## src/hdl/lfu_pkg.sv

```systemverilog
// lfu_pkg: command codes, update opcodes and fixed constants for the lfu cache
// used by lfu_cell and lfu_cache_policy; no dependencies
package lfu_pkg;

    localparam logic CMD_GET = 1'b0;
    localparam logic CMD_PUT = 1'b1;

    // value reported when no stored value is returned
    localparam logic [31:0] READ_MISS = 32'hFFFF_FFFF;

    localparam int CAP_WIDTH = 5;
    localparam logic [CAP_WIDTH-1:0] CAP_RESET = 5'd16;

    // update broadcast to all cells at the end of an item
    typedef enum logic [1:0] {
        UPD_TOUCH,
        UPD_REPLACE,
        UPD_INSERT
    } upd_op_t;

endpackage

```

## src/hdl/lfu_cache_policy.sv

```systemverilog
// lfu_cache_policy: key-value store with least-frequently-used replacement
// depends on lfu_pkg and lfu_cell
//
// An item is accepted only while the block is idle. A token then walks the row of entry
// cells one cell per cycle, collecting the key match, the eviction candidate (lowest
// count, then least recently used), the first free slot and the occupancy; any update is
// then broadcast to all cells while the result is registered. One item is in work at a
// time; the next is accepted as soon as the result is registered, even while that result
// still waits to be taken, and it then holds in its last step until the result register
// frees up.
module lfu_cache_policy
    import lfu_pkg::*;
#(
    parameter int ENTRIES = 16,
    parameter int COUNT_WIDTH = 16
)
(
    input  logic                 clk,
    input  logic                 rst_n,
    input  logic                 cfg_we,
    input  logic [CAP_WIDTH-1:0] cfg_wdata,
    input  logic                 in_valid,
    output logic                 in_ready,
    input  logic                 cmd,
    input  logic signed [31:0]   key,
    input  logic signed [31:0]   value,
    output logic                 out_valid,
    input  logic                 out_ready,
    output logic                 hit,
    output logic signed [31:0]   read_value,
    output logic                 evicted,
    output logic signed [31:0]   evicted_key
);

    localparam int IW   = (ENTRIES > 1) ? $clog2(ENTRIES) : 1;
    localparam int OW   = $clog2(ENTRIES + 1);
    localparam int CAPW = (OW > CAP_WIDTH) ? OW : CAP_WIDTH;
    localparam logic [CAPW-1:0] N_EXT = CAPW'(ENTRIES);

    typedef struct packed {
        logic                   act;
        logic                   hit;
        logic [31:0]            hit_val;
        logic [IW-1:0]          hit_idx;
        logic [IW-1:0]          hit_rank;
        logic                   vic_ok;
        logic [COUNT_WIDTH-1:0] vic_cnt;
        logic [IW-1:0]          vic_rank;
        logic [IW-1:0]          vic_idx;
        logic [31:0]            vic_key;
        logic                   free_ok;
        logic [IW-1:0]          free_idx;
        logic [OW-1:0]          occ;
    } tok_t;

    typedef struct packed {
        logic          en;
        upd_op_t       op;
        logic [IW-1:0] target;
        logic          close_en;
        logic [IW-1:0] close_rank;
        logic [IW-1:0] new_rank;
        logic          wr_val;
        logic [31:0]   key;
        logic [31:0]   value;
    } upd_t;

    typedef enum logic [1:0] {
        S_IDLE,
        S_SEED,
        S_SWEEP,
        S_DONE
    } state_t;

    state_t                 state_reg;
    logic [CAP_WIDTH-1:0]   cap_reg;
    logic                   cmd_reg;
    logic [31:0]            key_reg;
    logic [31:0]            val_reg;
    tok_t                   tail_reg;
    logic                   out_valid_reg;
    logic                   hit_reg;
    logic [31:0]            rd_reg;
    logic                   ev_reg;
    logic [31:0]            evk_reg;

    tok_t                   chain [ENTRIES+1];
    upd_t                   upd;
    logic                   finish;
    logic [CAPW-1:0]        cap_eff;
    logic [CAPW-1:0]        occ_ext;
    logic [IW-1:0]          top_rank;
    logic                   rd_hit;
    logic                   ev_now;

    assign in_ready    = (state_reg == S_IDLE);
    assign out_valid   = out_valid_reg;
    assign hit         = hit_reg;
    assign read_value  = rd_reg;
    assign evicted     = ev_reg;
    assign evicted_key = evk_reg;

    // token seed enters the first cell
    always_comb
    begin
        chain[0]     = '0;
        chain[0].act = (state_reg == S_SEED);
    end

    // row of entry cells
    for (genvar i = 0; i < ENTRIES; i++)
    begin : g_cell
        lfu_cell #(
            .ENTRIES     (ENTRIES),
            .COUNT_WIDTH (COUNT_WIDTH),
            .IDX         (i),
            .tok_t       (tok_t),
            .upd_t       (upd_t)
        ) u_cell (
            .clk     (clk),
            .rst_n   (rst_n),
            .key_in  (key_reg),
            .tok_in  (chain[i]),
            .tok_out (chain[i+1]),
            .upd     (upd)
        );
    end

    // decide the update from the collected token
    always_comb
    begin
        cap_eff  = (CAPW'(cap_reg) > N_EXT) ? N_EXT : CAPW'(cap_reg);
        occ_ext  = CAPW'(tail_reg.occ);
        top_rank = IW'(tail_reg.occ - 1'b1);
        finish   = (state_reg == S_DONE) && (!out_valid_reg || out_ready);
        rd_hit   = (cmd_reg == CMD_GET) && tail_reg.hit;
        ev_now   = 1'b0;

        upd            = '0;
        upd.op         = UPD_TOUCH;
        upd.key        = key_reg;
        upd.value      = val_reg;
        upd.wr_val     = (cmd_reg == CMD_PUT);
        upd.target     = tail_reg.hit_idx;
        upd.close_en   = 1'b1;
        upd.close_rank = tail_reg.hit_rank;
        upd.new_rank   = top_rank;

        if (tail_reg.hit)
        begin
            upd.en = finish && ((cmd_reg == CMD_GET) || (cap_eff != '0));
        end
        else if ((cmd_reg == CMD_PUT) && (cap_eff != '0))
        begin
            upd.en = finish;
            if (occ_ext >= cap_eff)
            begin
                ev_now         = 1'b1;
                upd.op         = UPD_REPLACE;
                upd.target     = tail_reg.vic_idx;
                upd.close_rank = tail_reg.vic_rank;
            end
            else
            begin
                upd.op       = UPD_INSERT;
                upd.target   = tail_reg.free_idx;
                upd.close_en = 1'b0;
                upd.new_rank = IW'(tail_reg.occ);
            end
        end
    end

    // sequencer, configuration and result register
    always_ff @(posedge clk or negedge rst_n)
    begin
        if (!rst_n)
        begin
            state_reg     <= S_IDLE;
            cap_reg       <= CAP_RESET;
            out_valid_reg <= 1'b0;
        end
        else
        begin
            if (cfg_we)
            begin
                cap_reg <= cfg_wdata;
            end
            // a new result may replace the one taken in the same cycle
            if (finish)
            begin
                out_valid_reg <= 1'b1;
            end
            else if (out_valid_reg && out_ready)
            begin
                out_valid_reg <= 1'b0;
            end
            case (state_reg)
                S_IDLE:
                begin
                    if (in_valid)
                    begin
                        state_reg <= S_SEED;
                    end
                end
                S_SEED:
                begin
                    state_reg <= S_SWEEP;
                end
                S_SWEEP:
                begin
                    if (chain[ENTRIES].act)
                    begin
                        state_reg <= S_DONE;
                    end
                end
                S_DONE:
                begin
                    if (finish)
                    begin
                        state_reg <= S_IDLE;
                    end
                end
                default:
                begin
                    state_reg <= S_IDLE;
                end
            endcase
        end
    end

    // item and result payload
    always_ff @(posedge clk)
    begin
        if (in_valid && in_ready)
        begin
            cmd_reg <= cmd;
            key_reg <= key;
            val_reg <= value;
        end
        if ((state_reg == S_SWEEP) && chain[ENTRIES].act)
        begin
            tail_reg <= chain[ENTRIES];
        end
        if (finish)
        begin
            hit_reg <= tail_reg.hit;
            rd_reg  <= rd_hit ? tail_reg.hit_val : READ_MISS;
            ev_reg  <= ev_now;
            evk_reg <= ev_now ? tail_reg.vic_key : 32'd0;
        end
    end

`ifndef SYNTHESIS
    a_tail_in_sweep: assert property (@(posedge clk) disable iff (!rst_n)
        chain[ENTRIES].act |-> (state_reg == S_SWEEP))
        else $error("sweep token left the row outside the sweep");

    a_accept_seeds: assert property (@(posedge clk) disable iff (!rst_n)
        (in_valid && in_ready) |=> (state_reg == S_SEED))
        else $error("accepted item did not start a sweep");

    a_upd_only_done: assert property (@(posedge clk) disable iff (!rst_n)
        upd.en |-> ((state_reg == S_DONE) && (upd.target <= IW'(ENTRIES - 1))))
        else $error("update issued outside the done step or to a missing cell");

    a_evict_on_miss: assert property (@(posedge clk) disable iff (!rst_n)
        (out_valid_reg && ev_reg) |-> !hit_reg)
        else $error("eviction reported for a hit");
`endif

endmodule

```

## src/hdl/lfu_cell.sv

```systemverilog
// lfu_cell: one cache entry plus one stage of the lookup/victim sweep token
// depends on lfu_pkg; token and update types come from the top level
module lfu_cell
    import lfu_pkg::*;
#(
    parameter int ENTRIES = 16,
    parameter int COUNT_WIDTH = 16,
    parameter int IDX = 0,
    parameter type tok_t = logic,
    parameter type upd_t = logic
)
(
    input  logic        clk,
    input  logic        rst_n,
    input  logic [31:0] key_in,
    input  tok_t        tok_in,
    output tok_t        tok_out,
    input  upd_t        upd
);

    localparam int IW = (ENTRIES > 1) ? $clog2(ENTRIES) : 1;
    localparam logic [COUNT_WIDTH-1:0] COUNT_MAX = {COUNT_WIDTH{1'b1}};
    localparam logic [COUNT_WIDTH-1:0] COUNT_ONE = COUNT_WIDTH'(1);
    localparam logic [IW-1:0] MY_IDX = IW'(IDX);

    logic                   valid_reg, valid_next;
    logic [31:0]            key_reg, key_next;
    logic [31:0]            val_reg, val_next;
    logic [COUNT_WIDTH-1:0] cnt_reg, cnt_next;
    logic [IW-1:0]          rank_reg, rank_next;
    tok_t                   tok_reg, tok_next;
    logic                   match;
    logic                   sel;

    assign match   = valid_reg && (key_reg == key_in);
    assign sel     = upd.en && (upd.target == MY_IDX);
    assign tok_out = tok_reg;

    // fold this entry into the passing token
    always_comb
    begin
        tok_next = tok_in;
        if (valid_reg)
        begin
            tok_next.occ = tok_in.occ + 1'b1;
            if (match)
            begin
                tok_next.hit      = 1'b1;
                tok_next.hit_val  = val_reg;
                tok_next.hit_idx  = MY_IDX;
                tok_next.hit_rank = rank_reg;
            end
            if (!tok_in.vic_ok || (cnt_reg < tok_in.vic_cnt) ||
                ((cnt_reg == tok_in.vic_cnt) && (rank_reg < tok_in.vic_rank)))
            begin
                tok_next.vic_ok   = 1'b1;
                tok_next.vic_cnt  = cnt_reg;
                tok_next.vic_rank = rank_reg;
                tok_next.vic_idx  = MY_IDX;
                tok_next.vic_key  = key_reg;
            end
        end
        else if (!tok_in.free_ok)
        begin
            tok_next.free_ok  = 1'b1;
            tok_next.free_idx = MY_IDX;
        end
    end

    // apply the broadcast update
    always_comb
    begin
        valid_next = valid_reg;
        key_next   = key_reg;
        val_next   = val_reg;
        cnt_next   = cnt_reg;
        rank_next  = rank_reg;
        if (upd.en && valid_reg && !sel && upd.close_en && (rank_reg > upd.close_rank))
        begin
            rank_next = rank_reg - 1'b1;
        end
        if (sel)
        begin
            rank_next = upd.new_rank;
            case (upd.op)
                UPD_TOUCH:
                begin
                    if (cnt_reg != COUNT_MAX)
                    begin
                        cnt_next = cnt_reg + 1'b1;
                    end
                    if (upd.wr_val)
                    begin
                        val_next = upd.value;
                    end
                end
                UPD_REPLACE, UPD_INSERT:
                begin
                    valid_next = 1'b1;
                    key_next   = upd.key;
                    val_next   = upd.value;
                    cnt_next   = COUNT_ONE;
                end
                default:
                begin
                    valid_next = valid_reg;
                end
            endcase
        end
    end

    // control state
    always_ff @(posedge clk or negedge rst_n)
    begin
        if (!rst_n)
        begin
            valid_reg <= 1'b0;
            tok_reg   <= '0;
        end
        else
        begin
            valid_reg <= valid_next;
            tok_reg   <= tok_next;
        end
    end

    // entry payload
    always_ff @(posedge clk)
    begin
        key_reg  <= key_next;
        val_reg  <= val_next;
        cnt_reg  <= cnt_next;
        rank_reg <= rank_next;
    end

endmodule
```

## config.mk

```make
export PLATFORM = sky130hd
export DESIGN_NAME = lfu_cache_policy
export DESIGN_NICKNAME = d
export VERILOG_FILES = /design/src/hdl/lfu_pkg.sv /design/src/hdl/lfu_cache_policy.sv /design/src/hdl/lfu_cell.sv
export SDC_FILE = /design/constraint.sdc
export NUM_CORES = 2
export LEC_CHECK = 0
export BUFFER_PORTS_ARGS = -buffer_cell sky130_fd_sc_hd__buf_2
export CORE_MARGIN = 2
export CORE_UTILIZATION = 50
export DETAILED_ROUTE_END_ITERATION = 6
export GPL_ROUTABILITY_DRIVEN = 0
export GPL_TIMING_DRIVEN = 0
export PLACE_DENSITY = 0.65
export SYNTH_ARGS = -nofsm -noshare
export SYNTH_HDL_FRONTEND = slang
export SYNTH_SLANG_ARGS = --single-unit
export TNS_END_PERCENT = 10
```

## constraint.sdc

```tcl
create_clock -name clk -period 8.1 [get_ports clk]
set_input_delay 1.215 -clock clk [delete_from_list [all_inputs] [get_ports clk]]
set_output_delay 1.215 -clock clk [all_outputs]
set_load 0.02 [all_outputs]
```

* Word level (Yosys, flattened, before mapping) *
Cells that the tools add are included.
W data, S select, Z words.

word-level totals
  flip-flop bits (word level) = 3,311
  input bits = 75
  output and inout port bits = 68
  word-level logic and storage cells = 918

cells by class
  add/subtract/negate cells = 48
  $lt $le $gt $ge = 48
  equality and inequality tests = 87
  mux-type cells = 176
  bitwise gates (word level) = 1
  reductions and logical operators = 254

operator list
  kind                     count
  $mux W98                 16
  $mux W57                 15
  $mux W41                 16
  $eq A32 B32 Y1           16
  $pmux W16 S2             16
  $mux W16                 17
  $add A16 B1 Y16 const B  16
  $ne A16 B16 Y1 const B   16
  $eq A16 B16 Y1           15
  $lt A16 B16 Y1           15
  $mux W4                  50
  $mux W5                  30
  $logic_and A1 B1 Y1      118
  $reduce_and A3 Y1        33
  $add A5 B1 Y5 const B    14
  $sub A4 B1 Y4 const B    17
  $gt A4 B4 Y1             16
  $pmux W32 S2             1
  $lt A4 B4 Y1             15
  $reduce_bool A2 Y1       18
  $ne A2 B1 Y1 const B     17
  $eq A4 B4 Y1 const B     8
  $logic_not A1 Y1         32
  $logic_or A1 B1 Y1       32
  other kinds (21)         55

* Depth between registers and ports, before layout *
  word-level depth = 14
  depth in mapped cells = 17
  depth with buffers taken out = 15

* Modules after synthesis *
From an unflattened synthesis, not the netlist that was laid out.

unflattened totals
  cell total of the unflattened synthesis = 8,839
  area, all modules = 137,391.8 µm²

modules (own cells, without submodules)
  module                            times used  cells each  area an instance (µm²)
  lfu_cell (g_cell[4].u_cell ...)   2           532         8,115.3
  lfu_cell (g_cell[5].u_cell ...)   2           532         8,114.0
  lfu_cell (g_cell[1].u_cell ...)   2           528         8,094.0
  lfu_cell (g_cell[13].u_cell ...)  2           527         8,092.8
  lfu_cell (g_cell[9].u_cell)       1           533         8,105.3
  lfu_cell (g_cell[7].u_cell)       1           531         8,102.8
  lfu_cell (g_cell[10].u_cell)      1           524         8,085.3
  lfu_cell (g_cell[11].u_cell)      1           526         8,084.0
  lfu_cell (g_cell[12].u_cell)      1           525         8,080.2
  lfu_cell (g_cell[0].u_cell)       1           528         8,077.7
  lfu_cell (g_cell[15].u_cell)      1           529         8,077.7
  lfu_cell (g_cell[3].u_cell)       1           526         8,072.7
  lfu_cache_policy                  1           379         7,873.8

* Worst setup path before layout *
No wires, ideal clock.

  path kind = input to register
  start = in out_ready
  end = reg g_cell[0].u_cell.key_reg[0] (enable)
  library setup time = 421 ps
  data arrival time = 4,983 ps
  data required time = 7,679 ps
  slack = 2,696 ps
  stages = 7
  path buffers = 0
  cell sequence = nand2b_1 nand2_1 inv_1 nand2_1 nor3_1 nand2_1 nor2_1

on the way
  word-level cells in the longest chain between the ends = 6
  elaborated cells on any way between the ends = 7

RTL lines
  what                                                    line                                              RTL
  from (decl)                                             lfu_cache_policy.sv:28                            input logic out_ready,
  $logic_or A1 B1 Y1 (*)                                  lfu_cache_policy.sv:135                           finish = (state_reg == S_DONE) && (!out_valid_reg || out_ready);
  $logic_and A1 B1 Y1 (*)                                 lfu_cache_policy.sv:135
  net finish                                              lfu_cache_policy.sv:89                            logic finish;
  $mux W16 / $logic_and A1 B1 Y1 (equally long branches)  lfu_cache_policy.sv:153, lfu_cache_policy.sv:151
  $mux W1 (*)                                             lfu_cache_policy.sv:149                           if (tail_reg.hit)
  $logic_and A1 B1 Y1 (*)                                 lfu_cell.sv:36                                    assign sel = upd.en && (upd.target == MY_IDX);
  $reduce_and A2 Y1 (no line) (*)                         n/a
  to (signal assigned)                                    lfu_cell.sv:130                                   key_reg <= key_next;
  to (decl)                                               lfu_cell.sv:27                                    logic [31:0] key_reg, key_next;

Mark *: on every way through the listed nets, which the timed path passes. The rest lies on a longest branch.
A chain may end at the register's enable or synchronous reset.

* Worst setup path after layout *
  start = reg cap_reg[4]
  end = reg g_cell[9].u_cell.cnt_reg[13] (enable)

on the way
  word-level cells in the longest chain between the ends = 10
  elaborated cells on any way between the ends = 20

RTL lines
  what                                                       line                                                                       RTL
  from (decl)                                                lfu_cache_policy.sv:76                                                     logic [CAP_WIDTH-1:0] cap_reg;
  from (signal assigned)                                     lfu_cache_policy.sv:186                                                    cap_reg <= cfg_wdata;
  $gt A5 B5 Y1                                               lfu_cache_policy.sv:132                                                    cap_eff = (CAPW'(cap_reg) > N_EXT) ? N_EXT : CAPW'(cap_reg);
  $mux W5 (*)                                                lfu_cache_policy.sv:132
  $ge A5 B5 Y1 / $reduce_bool A5 Y1 (equally long branches)  lfu_cache_policy.sv:156, lfu_cache_policy.sv:151, lfu_cache_policy.sv:153
  $mux W6 / $logic_and A1 B1 Y1 (equally long branches)      lfu_cache_policy.sv:156, lfu_cache_policy.sv:153
  $mux W16                                                   lfu_cache_policy.sv:153                                                    else if ((cmd_reg == CMD_PUT) && (cap_eff != '0))
  $mux W15                                                   lfu_cache_policy.sv:149
  $eq A2 B1 Y1 / $eq A2 B2 Y1 (equally long branches)        lfu_cell.sv:85                                                             case (upd.op)
  $reduce_or A2 Y1                                           lfu_cell.sv:85
  $reduce_bool A2 Y1 (no line)                               n/a
  $reduce_and A3 Y1 (no line) (*)                            n/a
  to (signal assigned)                                       lfu_cell.sv:132                                                            cnt_reg <= cnt_next;
  to (decl)                                                  lfu_cell.sv:29                                                             logic [COUNT_WIDTH-1:0] cnt_reg, cnt_next;

Mark *: on every way between the ends. The rest lies on a longest branch, timed or not.

==> reports/results.ini <==
[outcome]
status=finished, violations left
violations=design-rule violations, max-capacitance violations

[synth]
synth_flop_cell=dfrtp_1
ys_seq_elements=3259
syn_area_sq_um=131000
async_reset_ff_share_pct=52.0
netlist.area_leader.share_pct=35.8
ys_seq_area_share_pct=68.1
synthTopCellsByCount=1,693 x dfrtp_1, 1,565 x edfxtp_1, 1,247 x mux2_2
synth.net_count=9056
yosysMostFrequentCell=dfrtp_1
synth_area_leader_cell=edfxtp_1
yosysWarnings=0
synth_edf_count=1565
avgSynthCellArea_sq_um=15.3
synth.area.top_cells=edfxtp_1 36%, dfrtp_1 32%, mux2_2 11%
syn_inst=8606
synth.distinct_cells=62

[setup_path]
cp.required_ns=8.67
critPathMostFrequentCell=a21oi_1
cp-end-kind=flop
slowest_stage=a31oi_2
start_kind=flop
max_stage_delay_ns=1.17
crit_type=flop to flop
cp_max_fo=16
cp_cell_sequence=inv_1, ha_1, a21oi_1, o21ai_2, mux2i_1, a21oi_1, nor2_1, nand2_1, a31oi_2
critical_path_arrival_ns=6.28

[clocking]
cts_sinks=3259
clock_latency_ns=0.98
cts_buffer_depth=4
cts_resized=0
cts_setup_buffers=0
ctsHtreeMaxLevel=5
numCtsBuffers=349
ctsHoldBuffers=0
root_buffer=clkbuf_16
clk_pin_slew_ns=0.06
cts_tree=yes

[final_layout]
largest_reg_flops=1670
design_area_sq_um=149000
syn_to_final_growth_pct=13.5
drive_gt1_share_pct=23.9
layout.nets=9604

[global_routing]
antenna_found_initial=11
grt_pass1_vias=74800
grt_max_degree=163
grt_overflow=0
grt_usage_pct=25.5
grt_pass1_wl_mm=496

[power]
power_switching_share_pct=26.7
p_leak_uw=0.0611
peakVddDrop_v=0.000245
p_switching_uw=11300
power_frac_comb_pct=14.9
p_per_area_nw_per_um2=284
p_int_uw=31000
power_frac_clock_pct=36.4
seq_power_share_pct=48.7

[floorplanning]
rows=188
start_util_pct=50.1
pin_count=143
die_h_microns=516
core-area_sq_um=262000
die_w_microns=516
dieArea_sq_um=267000

[timing]
layout_min_cycle_time_ns=5.70
tns_ns=0
setup_viol=0
worstMarginPinSlew_ns=1.48
rsz0062_at_grt=false
fmax_mhz=175
drv_slew=0
holdWs_ns=0.141
clock_skew_ns=0.0660
max_slew_margin_pct=0.208
timing.final.crit_share_pct=70.4
hold_viol_final=0

[routing]
drtAntennaViolNets=0
drc=1
wl_mm=337
initialDrtViolationCount=6564
wire_per_inst_microns=26.0
drtPass1Iterations=7
route.vias.total=72000
post_drt_via_cell_ratio=5.56

[placed_design]
dpl.hpwl_mm=243
numPortBuffers=142
postPlaceCellArea_sq_um=138000

[worst_hold_path]
min_path_type=input pin to asynchronous set/reset pin

[run]
maxCapViolations=3

[worst max-delay path: cells and delay by family, from the launching register on]
family	cells	cell delay [ns]
compound gates	4	2.52
fa+ha+maj	1	0.34
buf+inv	1	0.12
flops	1	0.58
mux	1	0.65
simple gates	2	1.10
[placed cells by master, fill, tap and decap left out, types with 62 or more instances in the layout]
| master | netlist | routed |
|---|---|---|
| nand2_1 | 217 | 217 |
| or2_2 | 62 | 62 |
| nand3_1 | 164 | 164 |
| mux2_2 | 1247 | 1247 |
| and2_1 | 128 | 126 |
| and3_1 | 95 | 95 |
| nand4_1 | 177 | 177 |
| xor2_1 | 291 | 291 |
| a21oi_1 | 134 | 130 |
| xnor2_1 | 508 | 508 |
| a21o_1 | 71 | 71 |
| o21ai_0 | 143 | 143 |
| clkbuf_1 | 162 | 254 |
| edfxtp_1 | 1565 | 1565 |
| nor2b_1 | 64 | 64 |
| dfrtp_1 | 1693 | 1693 |
| nand2b_1 | 111 | 111 |
| nor2_1 | 313 | 281 |
| buf_2 | 120 | 261 |
| inv_1 | 369 | 368 |
| mux2i_1 | 98 | 97 |
| clkbuf_16 | 0 | 358 |
| ha_1 | 375 | 375 |
[kinds of logic (layout without fill, tap and decap cells)]
logic type | after synthesis | in the layout | synth area share [%]
DFF | 3259 | 3259 | 68.1
adders and majority gates | 391 | 391 | 3.70
and+or+nand+nor | 1564 | 1564 | 6.36
buffers and inverters | 701 | 1524 | 2.30
xor gates and xnor gates | 799 | 799 | 5.33
other | 0 | 8 | 0
AOI/OAI and AO/OA | 522 | 522 | 2.53
muxes | 1370 | 1370 | 11.7
[final timing paths]
check	from	endpoint	slack, ns	depth (start not counted)
setup / recovery	cap_reg[4]$_DFFE_PN1P_	g_cell[9].u_cell.cnt_reg[13]$_SDFFCE_PN0P_	2.40	9
hold / removal	rst_n	g_cell[9].u_cell.tok_out[65]$_DFF_PN0_	0.14	1
setup reg to reg	cap_reg[4]$_DFFE_PN1P_	g_cell[9].u_cell.cnt_reg[13]$_SDFFCE_PN0P_	2.40	9
hold reg to reg	g_cell[7].u_cell.tok_out[108]$_DFF_PN0_	g_cell[8].u_cell.tok_out[108]$_DFF_PN0_	0.35	0
max in group asynchronous	rst_n	g_cell[7].u_cell.tok_out[87]$_DFF_PN0_	4.34	6
min in group clk	g_cell[7].u_cell.tok_out[108]$_DFF_PN0_	g_cell[8].u_cell.tok_out[108]$_DFF_PN0_	0.35	0
[area by class of cell]
class / count / area (sq um)
Clock buffer: 510 / 10100
Inverter: 370 / 1390
Clock inverter: 116 / 995
Multi-Input combinational cell: 4646 / 39200
Sequential cell: 3259 / 89400
Timing Repair Buffer: 197 / 1860
Buffer: 331 / 1640
Tap cell: 3515 / 4400
Fill cell: 20300 / 113000
Antenna cell: 8 / 20.0
[per-layer routing]
layer / part of all wire (%) / vias up / wire length, microns / track usage [%]
met5: 0.0036 / - / 12 / 0
met2: 47 / 2191 / 157000 / 40.2
li1: - / 31800 / - / -
met3: 5.6 / 643 / 18800 / 4.10
met4: 4.4 / 2 / 14900 / 10.3
met1: 43 / 37400 / 146000 / 35.4
[through the flow]
step	worst slack (ns)	cells	total power (uW)	util, %
2_1_floorplan	2.70	8606	24200	-
3_3_place_gp	-33.51	12300	27000	52.1
3_5_place_dp	2.45	12300	27100	52.7
4_1_cts	2.37	12900	42600	56.9
5_1_grt	2.17	12900	43900	56.9
6_report	2.40	13000	42300	56.9
[power by group through the flow]
stage	combinational, uW	clock (uW)	sequential [uW]
after global routing	6760	16300	20800
after global placement	5980	0	21000
after detailed placement	6200	0	20900
after CTS	6280	15700	20600
final	6300	15400	20600
after floorplan	3820	0	20400
No activity file was read; power rests on OpenSTA's default activity.
